**src/hdl/cbor_head_decoder_top_macros.svh**
```systemverilog
// Assertion macros shared by the CBOR head decoder RTL.
`ifndef CBOR_HEAD_DECODER_TOP_MACROS_SVH
`define CBOR_HEAD_DECODER_TOP_MACROS_SVH

// Check a property on every clock edge outside reset.
`define CBD_ASSERT(lbl, prop, msg) \
    lbl: assert property (@(posedge clk) disable iff (!rst_n) (prop)) else $error(msg);

// Check that a condition leads to a consequence in the next cycle.
`define CBD_ASSERT_NEXT(lbl, ante, cons, msg) \
    lbl: assert property (@(posedge clk) disable iff (!rst_n) (ante) |=> (cons)) \
        else $error(msg);

`endif

```
**src/hdl/cbd_pkg.sv**
```systemverilog
// Types, codes and constants of the CBOR head decoder.
package cbd_pkg;

    localparam int COUNT_WIDTH_DEFAULT = 32;

    localparam int PADDR_W = 3;

    localparam logic REG_ELEM_BUDGET  = 1'b0;
    localparam logic REG_RESULT_BYTES = 1'b1;

    localparam logic [31:0] ELEM_BUDGET_RESET  = 32'hFFFF_FFFF;
    localparam logic [3:0]  RESULT_BYTES_RESET = 4'd4;

    localparam logic [4:0]  INFO_MASK         = 5'h1F;
    localparam logic [4:0]  INFO_DIRECT_MAX   = 5'd23;
    localparam logic [4:0]  INFO_ARG_LAST     = 5'd27;
    localparam logic [2:0]  MAJOR_MASK        = 3'h7;
    localparam logic [63:0] PRIM_MAX          = 64'hFF;
    localparam logic [63:0] INT_LIMIT         = 64'h8000_0000;

    localparam logic [2:0] MAJOR_NEG_INT = 3'd1;
    localparam logic [2:0] MAJOR_BYTES   = 3'd2;
    localparam logic [2:0] MAJOR_TEXT    = 3'd3;
    localparam logic [2:0] MAJOR_LIST    = 3'd4;
    localparam logic [2:0] MAJOR_MAP     = 3'd5;

    localparam logic [2:0] ERR_NONE     = 3'd0;
    localparam logic [2:0] ERR_BUDGET   = 3'd1;
    localparam logic [2:0] ERR_WIDE     = 3'd2;
    localparam logic [2:0] ERR_TRUNC    = 3'd3;
    localparam logic [2:0] ERR_STRING   = 3'd4;
    localparam logic [2:0] ERR_RESERVED = 3'd5;

    typedef enum logic [3:0] {
        PH_HEAD = 4'b0001,
        PH_ARG  = 4'b0010,
        PH_SKIP = 4'b0100,
        PH_ERR  = 4'b1000
    } cbd_phase_t;

    typedef struct packed {
        logic [7:0] data_byte;
        logic       end_of_payload;
    } cbd_in_t;

    typedef struct packed {
        logic [2:0]         head_major;
        logic [63:0]        argument;
        logic signed [31:0] signed_value;
        logic               int_fits;
        logic               prim_fits;
        logic [32:0]        item_count;
        logic [2:0]         error_code;
    } cbd_out_t;

    typedef struct packed {
        cbd_phase_t  phase;
        logic [2:0]  held_major;
        logic [63:0] arg_shift;
        logic [3:0]  arg_bytes_left;
        logic [31:0] budget_left;
    } cbd_state_t;

    typedef struct packed {
        logic [31:0] elem_budget;
        logic [3:0]  result_bytes;
        logic        budget_load;
        logic [31:0] budget_value;
    } cbd_cfg_t;

endpackage

```
**src/hdl/cbd_regs.sv**
```systemverilog
// APB configuration registers of the CBOR head decoder.
module cbd_regs (
    input  logic                        clk,
    input  logic                        rst_n,
    input  logic                        psel,
    input  logic                        penable,
    input  logic                        pwrite,
    input  logic [cbd_pkg::PADDR_W-1:0] paddr,
    input  logic [31:0]                 pwdata,
    output logic [31:0]                 prdata,
    output logic                        pready,
    output cbd_pkg::cbd_cfg_t           cfg
);
    import cbd_pkg::*;

    logic [31:0] elem_budget_reg;
    logic [3:0]  result_bytes_reg;
    logic        wr_en;
    logic        reg_sel;

    assign pready  = 1'b1;
    assign reg_sel = paddr[2];
    assign wr_en   = psel && penable && pwrite && pready;

    always_ff @(posedge clk or negedge rst_n)
    begin
        if (!rst_n)
        begin
            elem_budget_reg  <= ELEM_BUDGET_RESET;
            result_bytes_reg <= RESULT_BYTES_RESET;
        end
        else if (wr_en)
        begin
            case (reg_sel)
                REG_ELEM_BUDGET:  elem_budget_reg  <= pwdata;
                REG_RESULT_BYTES: result_bytes_reg <= pwdata[3:0];
                default:          elem_budget_reg  <= elem_budget_reg;
            endcase
        end
    end

    always_comb
    begin
        case (reg_sel)
            REG_ELEM_BUDGET:  prdata = elem_budget_reg;
            REG_RESULT_BYTES: prdata = {28'd0, result_bytes_reg};
            default:          prdata = 32'd0;
        endcase
    end

    assign cfg.elem_budget  = elem_budget_reg;
    assign cfg.result_bytes = result_bytes_reg;
    assign cfg.budget_load  = wr_en && (reg_sel == REG_ELEM_BUDGET);
    assign cfg.budget_value = pwdata;

endmodule

```
**src/hdl/cbd_step.sv**
```systemverilog
// Per-byte next-state and result logic of the CBOR head decoder.
module cbd_step #(
    parameter int COUNT_WIDTH = cbd_pkg::COUNT_WIDTH_DEFAULT
) (
    input  cbd_pkg::cbd_in_t     in_item,
    input  cbd_pkg::cbd_state_t  st,
    input  logic [COUNT_WIDTH-1:0] string_left,
    input  cbd_pkg::cbd_cfg_t    cfg,
    output cbd_pkg::cbd_state_t  st_next,
    output logic [COUNT_WIDTH-1:0] string_left_next,
    output logic                 emit,
    output cbd_pkg::cbd_out_t    result
);
    import cbd_pkg::*;

    logic                   eop;
    logic [4:0]             info;
    logic [3:0]             len;
    logic [63:0]            shifted;
    logic [3:0]             abl_dec;
    logic [COUNT_WIDTH-1:0] sl_dec;
    logic                   do_finish;
    logic [63:0]            fin_arg;
    logic [2:0]             fin_major;
    logic                   err;
    logic [2:0]             err_code;
    logic                   counted;
    logic                   is_string;
    logic                   fits;

    assign eop     = in_item.end_of_payload;
    assign info    = in_item.data_byte[4:0] & INFO_MASK;
    assign len     = 4'd1 << info[1:0];
    assign shifted = {st.arg_shift[55:0], in_item.data_byte};
    assign abl_dec = st.arg_bytes_left - 4'd1;
    assign sl_dec  = string_left - COUNT_WIDTH'(1);

    always_comb
    begin
        st_next          = st;
        string_left_next = string_left;
        emit             = 1'b0;
        result           = '0;
        do_finish        = 1'b0;
        fin_arg          = 64'd0;
        fin_major        = st.held_major;
        err              = 1'b0;
        err_code         = ERR_NONE;
        counted          = 1'b0;
        is_string        = 1'b0;
        fits             = 1'b0;

        case (st.phase)
            PH_ERR:
            begin
                if (eop)
                begin
                    st_next.phase       = PH_HEAD;
                    st_next.budget_left = cfg.elem_budget;
                end
            end
            PH_SKIP:
            begin
                string_left_next = sl_dec;
                if (sl_dec == '0)
                begin
                    st_next.phase = PH_HEAD;
                    if (eop)
                    begin
                        st_next.budget_left = cfg.elem_budget;
                    end
                end
                else if (eop)
                begin
                    err      = 1'b1;
                    err_code = ERR_STRING;
                end
            end
            PH_ARG:
            begin
                st_next.arg_shift      = shifted;
                st_next.arg_bytes_left = abl_dec;
                if (abl_dec == 4'd0)
                begin
                    do_finish = 1'b1;
                    fin_arg   = shifted;
                end
                else if (eop)
                begin
                    err      = 1'b1;
                    err_code = ERR_TRUNC;
                end
            end
            PH_HEAD:
            begin
                if (st.budget_left == 32'd0)
                begin
                    err      = 1'b1;
                    err_code = ERR_BUDGET;
                end
                else
                begin
                    fin_major          = in_item.data_byte[7:5] & MAJOR_MASK;
                    st_next.held_major = fin_major;
                    if (info > INFO_ARG_LAST)
                    begin
                        err      = 1'b1;
                        err_code = ERR_RESERVED;
                    end
                    else if (info <= INFO_DIRECT_MAX)
                    begin
                        do_finish = 1'b1;
                        fin_arg   = {59'd0, info};
                    end
                    else if (len > cfg.result_bytes)
                    begin
                        err      = 1'b1;
                        err_code = ERR_WIDE;
                    end
                    else if (eop)
                    begin
                        err      = 1'b1;
                        err_code = ERR_TRUNC;
                    end
                    else
                    begin
                        st_next.arg_shift      = 64'd0;
                        st_next.arg_bytes_left = len;
                        st_next.phase          = PH_ARG;
                    end
                end
            end
            default:
            begin
                st_next.phase = PH_HEAD;
            end
        endcase

        // Complete a head: range checks, result fields, then the next phase.
        counted   = (fin_major >= MAJOR_BYTES) && (fin_major <= MAJOR_MAP);
        is_string = (fin_major == MAJOR_BYTES) || (fin_major == MAJOR_TEXT);
        fits      = fin_arg < INT_LIMIT;
        if (do_finish)
        begin
            if (counted && ((fin_arg >> COUNT_WIDTH) != 64'd0))
            begin
                err      = 1'b1;
                err_code = ERR_WIDE;
            end
            else if (is_string && (fin_arg != 64'd0) && eop)
            begin
                err      = 1'b1;
                err_code = ERR_STRING;
            end
            else
            begin
                emit                = 1'b1;
                st_next.budget_left = st.budget_left - 32'd1;
                result.head_major   = fin_major;
                result.argument     = fin_arg;
                if (fits)
                begin
                    result.signed_value = (fin_major == MAJOR_NEG_INT) ? ~fin_arg[31:0]
                                                                       : fin_arg[31:0];
                end
                result.int_fits   = fits;
                result.prim_fits  = fin_arg <= PRIM_MAX;
                result.error_code = ERR_NONE;
                if (fin_major == MAJOR_LIST)
                begin
                    result.item_count = fin_arg[32:0];
                end
                else if (fin_major == MAJOR_MAP)
                begin
                    result.item_count = {fin_arg[31:0], 1'b0};
                end
                if (is_string && (fin_arg != 64'd0))
                begin
                    string_left_next = fin_arg[COUNT_WIDTH-1:0];
                    st_next.phase    = PH_SKIP;
                end
                else
                begin
                    st_next.phase = PH_HEAD;
                    if (eop)
                    begin
                        st_next.budget_left = cfg.elem_budget;
                    end
                end
            end
        end

        // An error gives one all-zero result with its code and is sticky until the end of the payload.
        if (err)
        begin
            emit              = 1'b1;
            result            = '0;
            result.error_code = err_code;
            if (eop)
            begin
                st_next.phase       = PH_HEAD;
                st_next.budget_left = cfg.elem_budget;
            end
            else
            begin
                st_next.phase = PH_ERR;
            end
        end
    end

endmodule

```
**src/hdl/cbor_head_decoder_top.sv**
```systemverilog
// Top level of the CBOR data item head decoder.
// A head's last byte enters the input register; its result then enters the result register.
// Throughput: one payload byte per cycle, except while a new result waits on a stalled full
// result register; the step logic between the input and result registers handles any byte combinationally.
// Bytes that complete no head and raise no error (argument, string and post-error bytes) give no result.
// Reset (rst_n low, asynchronous) empties both registers, returns to the head phase
// and reloads the element budget from its reset value.
`include "cbor_head_decoder_top_macros.svh"

module cbor_head_decoder_top #(
    parameter int COUNT_WIDTH = cbd_pkg::COUNT_WIDTH_DEFAULT
) (
    input  logic                        clk,
    input  logic                        rst_n,
    input  logic                        in_valid,
    output logic                        in_stall,
    input  cbd_pkg::cbd_in_t            in_data,
    output logic                        out_valid,
    input  logic                        out_stall,
    output cbd_pkg::cbd_out_t           out_data,
    input  logic                        psel,
    input  logic                        penable,
    input  logic                        pwrite,
    input  logic [cbd_pkg::PADDR_W-1:0] paddr,
    input  logic [31:0]                 pwdata,
    output logic [31:0]                 prdata,
    output logic                        pready
);
    import cbd_pkg::*;

    cbd_cfg_t               cfg;

    // Input register: holds the byte the step logic works on.
    logic                   in_valid_reg;
    cbd_in_t                in_item_reg;

    // Decoder state, advanced once per byte leaving the input register.
    cbd_state_t             st_reg;
    cbd_state_t             st_next;
    logic [COUNT_WIDTH-1:0] string_left_reg;
    logic [COUNT_WIDTH-1:0] string_left_next;

    // Result register toward the consumer.
    logic                   out_valid_reg;
    cbd_out_t               out_data_reg;

    logic                   step_emit;
    cbd_out_t               step_result;
    logic                   out_free;
    logic                   advance;
    logic                   in_xfer;

    cbd_regs u_regs (
        .clk     (clk),
        .rst_n   (rst_n),
        .psel    (psel),
        .penable (penable),
        .pwrite  (pwrite),
        .paddr   (paddr),
        .pwdata  (pwdata),
        .prdata  (prdata),
        .pready  (pready),
        .cfg     (cfg)
    );

    cbd_step #(
        .COUNT_WIDTH (COUNT_WIDTH)
    ) u_step (
        .in_item          (in_item_reg),
        .st               (st_reg),
        .string_left      (string_left_reg),
        .cfg              (cfg),
        .st_next          (st_next),
        .string_left_next (string_left_next),
        .emit             (step_emit),
        .result           (step_result)
    );

    // Advance the held byte when it makes no result, or when the result slot
    // is empty or being drained this cycle.
    assign out_free = !out_valid_reg || !out_stall;
    assign advance  = in_valid_reg && (!step_emit || out_free);
    assign in_stall = in_valid_reg && !advance;
    assign in_xfer  = in_valid && !in_stall;

    always_ff @(posedge clk or negedge rst_n)
    begin
        if (!rst_n)
        begin
            in_valid_reg <= 1'b0;
        end
        else if (in_xfer)
        begin
            in_valid_reg <= 1'b1;
        end
        else if (advance)
        begin
            in_valid_reg <= 1'b0;
        end
    end

    always_ff @(posedge clk)
    begin
        if (in_xfer)
        begin
            in_item_reg <= in_data;
        end
    end

    // State update; a budget register write reloads the remaining count and wins over the byte
    // step (the user must write only while the decoder is idle; the block does not enforce it).
    always_ff @(posedge clk or negedge rst_n)
    begin
        if (!rst_n)
        begin
            st_reg.phase          <= PH_HEAD;
            st_reg.held_major     <= 3'd0;
            st_reg.arg_shift      <= 64'd0;
            st_reg.arg_bytes_left <= 4'd0;
            st_reg.budget_left    <= ELEM_BUDGET_RESET;
            string_left_reg       <= '0;
        end
        else if (cfg.budget_load)
        begin
            st_reg.budget_left <= cfg.budget_value;
        end
        else if (advance)
        begin
            st_reg          <= st_next;
            string_left_reg <= string_left_next;
        end
    end

    // Load a new result when an advancing byte emits one; drop the old one once transferred out.
    always_ff @(posedge clk or negedge rst_n)
    begin
        if (!rst_n)
        begin
            out_valid_reg <= 1'b0;
        end
        else if (advance && step_emit)
        begin
            out_valid_reg <= 1'b1;
        end
        else if (!out_stall)
        begin
            out_valid_reg <= 1'b0;
        end
    end

    always_ff @(posedge clk)
    begin
        if (advance && step_emit)
        begin
            out_data_reg <= step_result;
        end
    end

    assign out_valid = out_valid_reg;
    assign out_data  = out_data_reg;

    `CBD_ASSERT(a_stall_needs_item, !in_stall || in_valid_reg, "stall with empty input register")
    `CBD_ASSERT_NEXT(a_emit_loads_out, advance && step_emit, out_valid_reg, "result was lost")
    `CBD_ASSERT(a_err_zero, !(out_valid_reg && (out_data_reg.error_code != ERR_NONE)) || ((out_data_reg.argument == 64'd0) && (out_data_reg.item_count == 33'd0)), "error result carries data")
    `CBD_ASSERT(a_arg_left, (st_reg.phase != PH_ARG) || (st_reg.arg_bytes_left != 4'd0), "argument phase with no bytes left")
    `CBD_ASSERT(a_skip_left, (st_reg.phase != PH_SKIP) || (string_left_reg != '0), "skip phase with empty string")

endmodule

```
**config.mk**
```make
export PLATFORM = sky130hd
export DESIGN_NAME = cbor_head_decoder_top
export DESIGN_NICKNAME = d
export VERILOG_FILES = /design/src/hdl/cbd_pkg.sv /design/src/hdl/cbd_regs.sv /design/src/hdl/cbd_step.sv /design/src/hdl/cbor_head_decoder_top.sv
export VERILOG_INCLUDE_DIRS = /design/src /design/src/hdl
export SDC_FILE = /design/constraint.sdc
export NUM_CORES = 1
export LEC_CHECK = 0
export ABC_CLOCK_PERIOD_IN_PS = 9600
export BUFFER_PORTS_ARGS = -buffer_cell sky130_fd_sc_hd__buf_4
export CORE_ASPECT_RATIO = 2
export CORE_UTILIZATION = 50
export DETAILED_ROUTE_END_ITERATION = 6
export PLACE_DENSITY = 0.74
export REMOVE_ABC_BUFFERS = 1
export SETUP_SLACK_MARGIN = 0.02
export SYNTH_ARGS = -nofsm -noshare
export SYNTH_HDL_FRONTEND = slang
export SYNTH_SLANG_ARGS = --single-unit
```
**constraint.sdc**
```tcl
create_clock -name clk -period 9.6 [get_ports clk]
set_clock_uncertainty 0.1 [all_clocks]
set_input_delay 0.96 -clock clk [delete_from_list [all_inputs] [get_ports clk]]
set_output_delay 0.96 -clock clk [all_outputs]
set_load 0.01 [all_outputs]
```
# After elaboration in Yosys (flattened, before gate mapping)
# Index checks and enable logic that the tools add are counted.
[word_totals]
register_bits = 315
in_bits = 51
output_inout_bits = 172
elab_cells = 171
[classes]
n_addsub = 3
order_cmp = 7
n_eq_ne = 15
shift = 1
muxes = 86
bitwise_logic = 6
n_reduce_logical = 34
[ops]
columns = ["operator", "count"]
rows = [
  ["2-to-1 mux 32 bit", 17],
  ["2-to-1 mux 68 bit", 4],
  ["2-to-1 mux 64 bit", 3],
  ["case mux 32 bit (2 select lines)", 2],
  ["case mux 64 bit (2 select lines)", 1],
  ["nonzero test 64 bit", 2],
  ["case mux 60 bit (2 select lines)", 1],
  ["2-to-1 mux 75 bit", 1],
  ["2-to-1 mux 33 bit", 2],
  ["less-or-equal comparator 64 x 8 -> 1 bit, second input constant", 1],
  ["zero test 32 bit", 2],
  ["< comparator 64 x 32 -> 1 bit, second input constant", 1],
  ["subtractor 32 x 1 -> 32 bit, second input constant", 2],
  ["2-to-1 mux 3 bit", 15],
  ["2-to-1 mux 4 bit", 11],
  ["inverter 32 bit", 1],
  ["2-to-1 mux 1 bit", 22],
  ["case mux 4 bit (4 select lines)", 1],
  ["logical AND 1 bit", 11],
  ["!= test 2 bit, second input constant", 5],
  ["case mux 3 bit (3 select lines)", 1],
  ["AND reduction 8 bit", 1],
  ["== test 3 x 2 -> 1 bit, second input constant", 2],
  ["== test 3 bit, second input constant", 2],
  ["other kinds (26)", 41],
]

# Longest topological paths before layout
# Gate-level depths: netlist (run 1).
[depth]
ltp_word = 20
depth_mapped = 19
depth_no_buf = 16

# Cells and area by module
# Synthesis (run 1) repeated with hierarchy kept, for this count alone.
[hier_totals]
cells_unflattened = 1692
hier_area_um2 = 18166.2
[by_module_without_submodules]
columns = ["module", "n_inst", "cells_each", "area_per_inst_um2", "seq_area_each_um2"]
rows = [
  ["cbor_head_decoder_top", 1, 488, 10221.1, 7953.9],
  ["cbd_step", 1, 1057, 5936.9, 0.0],
  ["cbd_regs", 1, 147, 2008.2, 942.2],
]

# Worst setup path after synthesis (run 1)
# OpenSTA, ideal clock, no wires.
[synth_timing]
kind = "register -> register"
from = "register string_left_reg[0]"
to = "register out_data_reg (netlist bit out_data[0]), enable pin"
setup_time_ps = 678
arrival_time_ps = 9014
required_time_ps = 8822
setup_slack_ps = -192
path_stages_with_launch = 12
path_buffers = 0
synth_period_minus_slack_ps = 9792
path_cell_list = "dfrtp_1 > inv_1 > ha_1 > nor4b_4 > nand3_1 > or4b_1 > o2111ai_1 > nand4b_1 > a211oi_2 > nor2_1 > o21ai_0 > a21oi_1"
[synth_between]
elab_chain_cells = 12
[synth_rtl]
columns = ["item", "line", "source"]
rows = [
  ["start: declaration", "cbor_head_decoder_top.sv:40", "logic [COUNT_WIDTH-1:0] string_left_reg;"],
  ["start signal: assignment", "cbor_head_decoder_top.sv:130", "string_left_reg <= string_left_next;"],
  ["subtractor 32 x 1 -> 32 bit *", "cbd_step.sv:36", "assign sl_dec = string_left - COUNT_WIDTH'(1);"],
  ["zero test 32 bit *", "cbd_step.sv:65", "if (sl_dec == '0)"],
  ["2-to-1 mux 1 bit *", "cbd_step.sv:65", ""],
  ["case mux 1 bit (3 select lines) *", "cbd_step.sv:53", "case (st.phase)"],
  ["2-to-1 mux 1 bit", "cbd_step.sv:150", "else if (is_string && (fin_arg != 64'd0) && eop)"],
  ["2-to-1 mux 1 bit", "cbd_step.sv:145", "if (counted && ((fin_arg >> COUNT_WIDTH) != 64'd0))"],
  ["2-to-1 mux 1 bit *", "cbd_step.sv:143", "if (do_finish)"],
  ["2-to-1 mux 1 bit *", "cbd_step.sv:194", "if (err)"],
  ["zero test 1 bit", "cbor_head_decoder_top.sv:82", "assign advance = in_valid_reg && (!step_emit || out_free);"],
  ["logical OR 1 bit", "cbor_head_decoder_top.sv:82", ""],
  ["logical AND 1 bit", "cbor_head_decoder_top.sv:82", ""],
  ["logical AND 1 bit *", "cbor_head_decoder_top.sv:153", "if (advance && step_emit)"],
  ["end signal: assignment", "cbor_head_decoder_top.sv:155", "out_data_reg <= step_result;"],
  ["end: declaration", "cbor_head_decoder_top.sv:45", "cbd_out_t out_data_reg;"],
]
# Mark *: on every way between the ends. The rest lies on a longest branch, timed or not.
# A chain may end at the register's enable or synchronous reset.

# Worst setup path in the final report (run 1)
[layout_timing]
from = "register st_reg[0] in the netlist's numbering"
to = "register string_left_reg[13]"
[layout_between]
elab_chain_cells = 15
word_cells_on_any_way = 35
cone_classes = "order compare: 2; eq/ne: 2; mux: 19; reduce/logical: 12"
[layout_rtl]
columns = ["item", "line", "source"]
rows = [
  ["start: declaration", "cbor_head_decoder_top.sv:38", "cbd_state_t st_reg;"],
  ["start signal: assignment", "cbor_head_decoder_top.sv:129", "st_reg <= st_next;"],
  ["zero test 32 bit *", "cbd_step.sv:96", "if (st.budget_left == 32'd0)"],
  ["2-to-1 mux 3 bit *", "cbd_step.sv:96", ""],
  ["2-to-1 mux 3 bit *", "cbd_step.sv:53", ""],
  ["via u_step.fin_major[1]", "cbd_step.sv:24", "logic [2:0] fin_major;"],
  ["== test 3 x 2 -> 1 bit", "cbd_step.sv:141", "is_string = (fin_major == MAJOR_BYTES) || (fin_major == MAJOR_TEXT);"],
  ["logical OR 1 bit", "cbd_step.sv:141", ""],
  ["logical AND 1 bit", "cbd_step.sv:150, cbd_step.sv:177", ""],
  ["logical AND 1 bit", "cbd_step.sv:150", ""],
  ["2-to-1 mux 1 bit", "cbd_step.sv:150", ""],
  ["2-to-1 mux 1 bit", "cbd_step.sv:145", ""],
  ["2-to-1 mux 1 bit", "cbd_step.sv:143", ""],
  ["2-to-1 mux 1 bit", "cbd_step.sv:194", ""],
  ["zero test 1 bit", "cbor_head_decoder_top.sv:82", ""],
  ["logical OR 1 bit", "cbor_head_decoder_top.sv:82", ""],
  ["logical AND 1 bit", "cbor_head_decoder_top.sv:82", ""],
  ["AND reduction 2 bit (no source line)", "-", ""],
]
# Mark *: on every way through the listed nets, which the timed path passes. The rest lies on a longest branch.

==> results.toml, run 1 <==
[run_status]
status = "finished, final reports clean"

[power_and_ir_drop]
power.internal_w = 0.00343
seq_power_share = 0.403
swShare = 0.385
peakVddDrop_uv = 202
power.density_nw_per_um2 = 285
pwr-share-clk = 0.226
leakage_nw = 7.91
p_switching_w = 0.00215
p_comb_frac = 0.371

[global_route]
grt_usage = 0.279
antenna_found_initial = 0
grt_max_degree = 76
grt_pass1_wl_um = 73200
grt_pass1_vias = 13700
grt.overflow.total = 0

[worst_setup_path]
setup.worst_path.class = "flip-flop to flip-flop"
slowest_delay_ps = 1020
cp.required_ps = 9940
startpoint_type = "flip-flop"
cp_top_family = "simple AND/OR/NAND/NOR gates"
critPathArrivalTime_ps = 6490
crit_chain = "inv_1 > ha_1 > or4b_2 > nor2_1 > and4b_1 > nand2b_1 > mux2i_1 > inv_1 > ha_1 > o31ai_1 > nor2_4 > and2_1 > a22oi_1 > o22a_1"
critPathCaptureType = "flip-flop"
crit_path_top_delay_cell = "and2_1"
path_max_fanout = 35
path_buf_inv = 2

[floorplanning]
die_x_um = 131
start_util = 0.505
pin_count = 223
rows = 94
dieArea_sq_um = 33900
core_sq_um = 32800
dieHeight_um = 259

[timing]
hold_viol = 0
hold-worst-slack_ps = 220
slew_viol_final = 0
worst_pin_slew_ps = 1180
finalCriticalPeriod_ps = 6150
setup_violations = 0
max_freq_mhz = 163
relSlewSlack = 0.216
fin_ws_ps = 3450
finalCritPeriodShare = 0.641
grt_setup_unrepaired = "false"

[detailed_routing]
drc_errors = 0
wl_per_cell_um = 19.9
first_iter_violations = 821
via_per_inst = 5.96
drt_pass1_iterations = 5
ant_nets = 0
totalWireLength_um = 46800
num_vias = 14000

[hold_path]
hold_class = "primary input to async pin"

[logic_synthesis]
yosysTopAreaCell = "edfxtp_1"
synth_top_area_frac = 0.265
ys_warn_count = 0
syn-mean-instance-area_sq_um = 9.52
yosysUniqueCellTypes = 93
synth_top_cells_by_area = "edfxtp_1 (26%), dfrtp_1 (16%), dfstp_2 (10%)"
synthCells = 1740
synthArstFlopShare = 0.537
synth-edff-count = 146
synthFlopType = "edfxtp_1"
yosys_register_bits = 315
seq_area_frac_synth = 0.525
syn_area_sq_um = 16600

[cells_and_area]
largest_reg_flops = 137
fillers = 2822
mostFrequentLayoutCells = "nand2_1 (369), buf_4 (241), nor2_1 (147)"
synthToLayoutAreaGrowth_pct = 18.1
nNetsFinal = 1957
final_common_cell = "nand2_1"
stdcell_area_sq_um = 19600
fin_cells = 2349
drive_gt1_frac = 0.216
post-route-util = 0.596
antenna_cells = 0

[placed_design]
place_congestion = 0.945
placed_area_sq_um = 18500
place_ws_ps = 3600
dp_cells = 2299
portBuffers = 219
hpwl_um = 33000

[clock_tree]
clock_path_buffers = 3
post_cts_buffers = 0
cts.sinks = 315
insertion_delay_ps = 560
cts_hold_buf = 0
ctsHtreeMaxLevel = 1
clkSlewWorstSetupHoldPaths_ps = 70
cts_resized = 0
cts_tree = "built"
root_buffer = "clkbuf_16"
numCtsBuffers = 27

[flow_run]
cap_viol_max_count = 0
==> cells in the mapped netlist (7+ instances only) <==
library cell and n:
dfstp_2 66, o21ai_1 10, a21oi_1 89, a22o_1 9, and3_1 42, inv_1 27
o21ai_0 68, o31ai_1 7, buf_2 23, or4_1 8, nor3_1 46, or2_2 7
o21a_1 13, mux2_2 12, o22ai_1 10, dfrtp_1 103, nor4_1 32, nand4_1 17
nand3_1 66, o22a_1 20, a221o_1 18, nand2b_1 8, xor2_1 38, nor2b_1 37
or3_1 12, nor2_1 151, clkbuf_1 87, nand2_1 369, xnor2_1 18, a22oi_1 31
a211oi_1 10, edfxtp_1 146, ha_1 10
==> per-layer routing <==
layer	GRT usage	part of all wire	vias to the layer above	wire length, um
met4	0.175	0.066	0	3080
li1	-	-	6551	-
met2	0.506	0.53	566	24900
met3	0.0291	0.053	169	2460
met5	0	0	-	0
met1	0.304	0.35	6710	16300
==> logic make-up (layout without fill, tap and decap cells) <==
group	Yosys count	in the layout	synth area share
xor+xnor	56	56	0.0296
simple gates	833	833	0.237
flops	315	315	0.525
other cells	1	1	0.000226
fa+ha+maj	10	10	0.00755
compound gates	365	365	0.154
mux	18	18	0.0118
buf+inv	142	319	0.0353
==> final cells by class <==
| type | instances | area [sq um] | share of cell area |
|---|---|---|---|
| well taps | 432 | 541 | 0.0276 |
| multi-input cells | 1283 | 7380 | 0.377 |
| clock buffers | 35 | 768 | 0.0393 |
| flip-flops and latches | 315 | 8700 | 0.444 |
| repair buffers | 242 | 1820 | 0.0930 |
| inverters | 27 | 101 | 0.00518 |
| clock inverters | 15 | 263 | 0.0134 |
==> final timing paths <==
path / start / cells after the start / to / slack (ps)
worst max-delay path: st_reg[0] / 14 / string_left_reg[13] / 3450
worst min-delay path: rst_n / 1 / string_left_reg[14] / 220
worst max register to register: st_reg[0] / 14 / string_left_reg[13] / 3450
worst min register to register: u_regs.elem_budget_reg[23] / 2 / u_regs.elem_budget_reg[23] / 370
max in group asynchronous: rst_n / 3 / in_valid_reg / 7090
min in group clk: u_regs.elem_budget_reg[23] / 2 / u_regs.elem_budget_reg[23] / 370
==> per-stage QoR <==
step | setup TNS, ps | total power (W)
after floorplan | -26710 | 0.00351
after global placement | 0 | 0.00426
after detailed placement | 0 | 0.00432
after CTS | 0 | 0.00559
after global routing | 0 | 0.00589
final | 0 | 0.00558
==> power by group through the flow <==
stage | sequential [W] | combinational [W] | clock, W
floorplan | 0.00229 | 0.00122 | 0
global placement | 0.00225 | 0.00201 | 0
detailed placement | 0.00226 | 0.00206 | 0
CTS | 0.00224 | 0.00207 | 0.00128
global route | 0.00230 | 0.00227 | 0.00133
finish | 0.00225 | 0.00207 | 0.00126
No activity file was read; power rests on OpenSTA's default activity.
==> inputs of run 2 (changes only) <==
- ABC_AREA: unset -> 1
- ABC_CLOCK_PERIOD_IN_PS: 9600 -> 5300
- PLACE_DENSITY: 0.74 -> 0.73
- clock period: 9.6 -> 5.3 ns (I/O delays scaled with it)
==> results.toml, run 2 <==
[logic_synthesis]
syn_area_sq_um = 18500
yosys_register_bits = 315
seq_area_frac_synth = 0.471
yosysTopAreaCell = "edfxtp_1"
yosys-top-cells-count = "nand2_1 (725), nor2_1 (332), inv_1 (252)"
synth_top_area_frac = 0.238
synth-edff-count = 146
ys_warn_count = 0
yosysUniqueCellTypes = 47
yosysMostFrequentCell = "nand2_1"
synthCells = 2462
synth_top_cells_by_area = "edfxtp_1 (24%), nand2_1 (15%), dfrtp_1 (14%)"
syn-mean-instance-area_sq_um = 7.50
synthFlopType = "edfxtp_1"
synthArstFlopShare = 0.537

[placed_design]
dp_cells = 3051
place_congestion = 0.956
portBuffers = 219
hpwl_um = 44400

[floorplanning]
dieHeight_um = 274
die_x_um = 138
dieArea_sq_um = 37700
pin_count = 223
start_util = 0.507
rows = 99
core_sq_um = 36400

[cells_and_area]
nNetsFinal = 2691
antenna_cells = 0
fillers = 3409
regArea_sq_um = 8700
drive_gt1_frac = 0.156
largest_reg_flops = 137
multi_input_area_sq_um = 8220
final_common_cell = "nand2_1"
mostFrequentLayoutCells = "nand2_1 (724), nor2_1 (331), buf_4 (260)"
synthToLayoutAreaGrowth_pct = 16.5
fin_cells = 3107
post-route-util = 0.590

[global_route]
grt_pass1_vias = 17200
grt_max_degree = 79
grt_usage = 0.329
antenna_found_initial = 0
grt.overflow.total = 0
grt_pass1_wl_um = 93100

[clock_tree]
insertion_delay_ps = 600
root_buffer = "clkbuf_16"
ctsHtreeMaxLevel = 1
clkSlewWorstSetupHoldPaths_ps = 70
cts_resized = 0
numCtsBuffers = 29
cts_tree = "built"
cts.sinks = 315
clock_path_buffers = 3
post_cts_buffers = 0
cts_hold_buf = 2

[worst_setup_path]
critPathArrivalTime_ps = 4690
cp.required_ps = 5490
path_max_fanout = 32
critPathCaptureType = "flip-flop"
rr_worst_depth = 18
crit_path_top_delay_cell = "nand2_4"
startpoint_type = "flip-flop"
slowest_delay_ps = 520
setup.worst_path.class = "flip-flop to flip-flop"
crit_path_frequent_cell = "inv_1"
crit_chain = "inv_1 > ha_1 > nand2_1 > nor2_1 > nand2_1 > inv_1 > nand3b_1 > nand2_1 > inv_1 > or2_1 > o21ai_0 > ha_1 > nand3_1 > nand2_4 > buf_4 > nor2_1 > inv_1 > o22ai_1"

[detailed_routing]
num_vias = 17600
first_iter_violations = 1547
drt_pass1_iterations = 6
via_per_inst = 5.65
totalWireLength_um = 61100
ant_nets = 0
drc_errors = 0
wl_per_cell_um = 19.7

[timing]
relSlewSlack = 0.126
slew_viol_final = 0
max_freq_mhz = 222
setup-tns-final_ps = 0
grt_setup_unrepaired = "false"
hold-worst-slack_ps = 23.6
setup_violations = 0
finalCriticalPeriod_ps = 4500
worst_pin_slew_ps = 1310
finalCritPeriodShare = 0.849
hold_viol = 0

[power_and_ir_drop]
p_total_w = 0.0126
peakVddDrop_uv = 599
power.density_nw_per_um2 = 585
leakage_nw = 10.2

[hold_path]
whs_path_depth = 1
hold_class = "primary input to flip-flop"

[flow_run]
cap_viol_max_count = 0

[run_status]
status = "finished, final reports clean"
-- run 2: worst paths after layout --
check,startpoint,end,slack [ps]
setup reg to reg,st_reg[1],out_data[15],800
min in group asynchronous,rst_n,out_valid,430
max in group asynchronous,rst_n,st_reg[68],3490
hold / removal,in_data[0],in_item_reg[0],20
hold reg to reg,st_reg[102],st_reg[102],390
setup / recovery,st_reg[1],out_data[15],800
-- run 2: layout make-up --
| class | instances | share of cell area |
|---|---|---|
| tap | 454 | 0.0264 |
| timing repair buffer | 266 | 0.0951 |
| clock inverter | 22 | 0.0123 |
| inverter | 257 | 0.0450 |
| clock buffer | 32 | 0.0343 |
| sequential | 315 | 0.405 |
| multi-input combinational | 1761 | 0.382 |
-- run 2: critical path, delay by kind of cell, from the launching register on --
family                   cells  cell delay, ps
flip-flops                   1             370
buffers and inverters        5             960
AND/OR/NAND/NOR              9            1900
AO/OA/AOI/OAI                2             280
adder cells (fa/ha/maj)      2             570
-- run 2: cell families (layout without fill, tap and decap cells) --
kind of cell               after synthesis  after routing  synth area share
AOI/OAI and AO/OA                      334            334             0.105
xor gates and xnor gates                58             58            0.0275
adders and majority gates               10             10           0.00678
buffers and inverters                  386            577            0.0851
DFF                                    315            315             0.471
muxes                                    1              1          0.000610
other                                    1              1          0.000203
and+or+nand+nor                       1357           1357             0.303
-- run 2: per-stage QoR --
| step | setup WS, ps | cell area (sq um) |
|---|---|---|
| after CTS | 856 | 21500 |
| after global routing | 472 | 21500 |
| after global placement | 950 | 20500 |
| after floorplan | -1420 | 17900 |
| after detailed placement | 895 | 20500 |
| final | 801 | 21500 |
-- run 2: power breakdown --
group          leakage, nW  internal, W  switching [W]  total [W]
registers             3.48      0.00356       0.000601    0.00416
clock network        0.482      0.00122        0.00102    0.00224
logic                 6.20      0.00197        0.00421    0.00618
total                 10.2      0.00675        0.00583     0.0126
-- run 2: routing by layer --
metal,GRT usage,routed length [um]
met5,0,0
met4,0.263,5380
met3,0.0380,3550
met2,0.597,32400
met1,0.328,19800
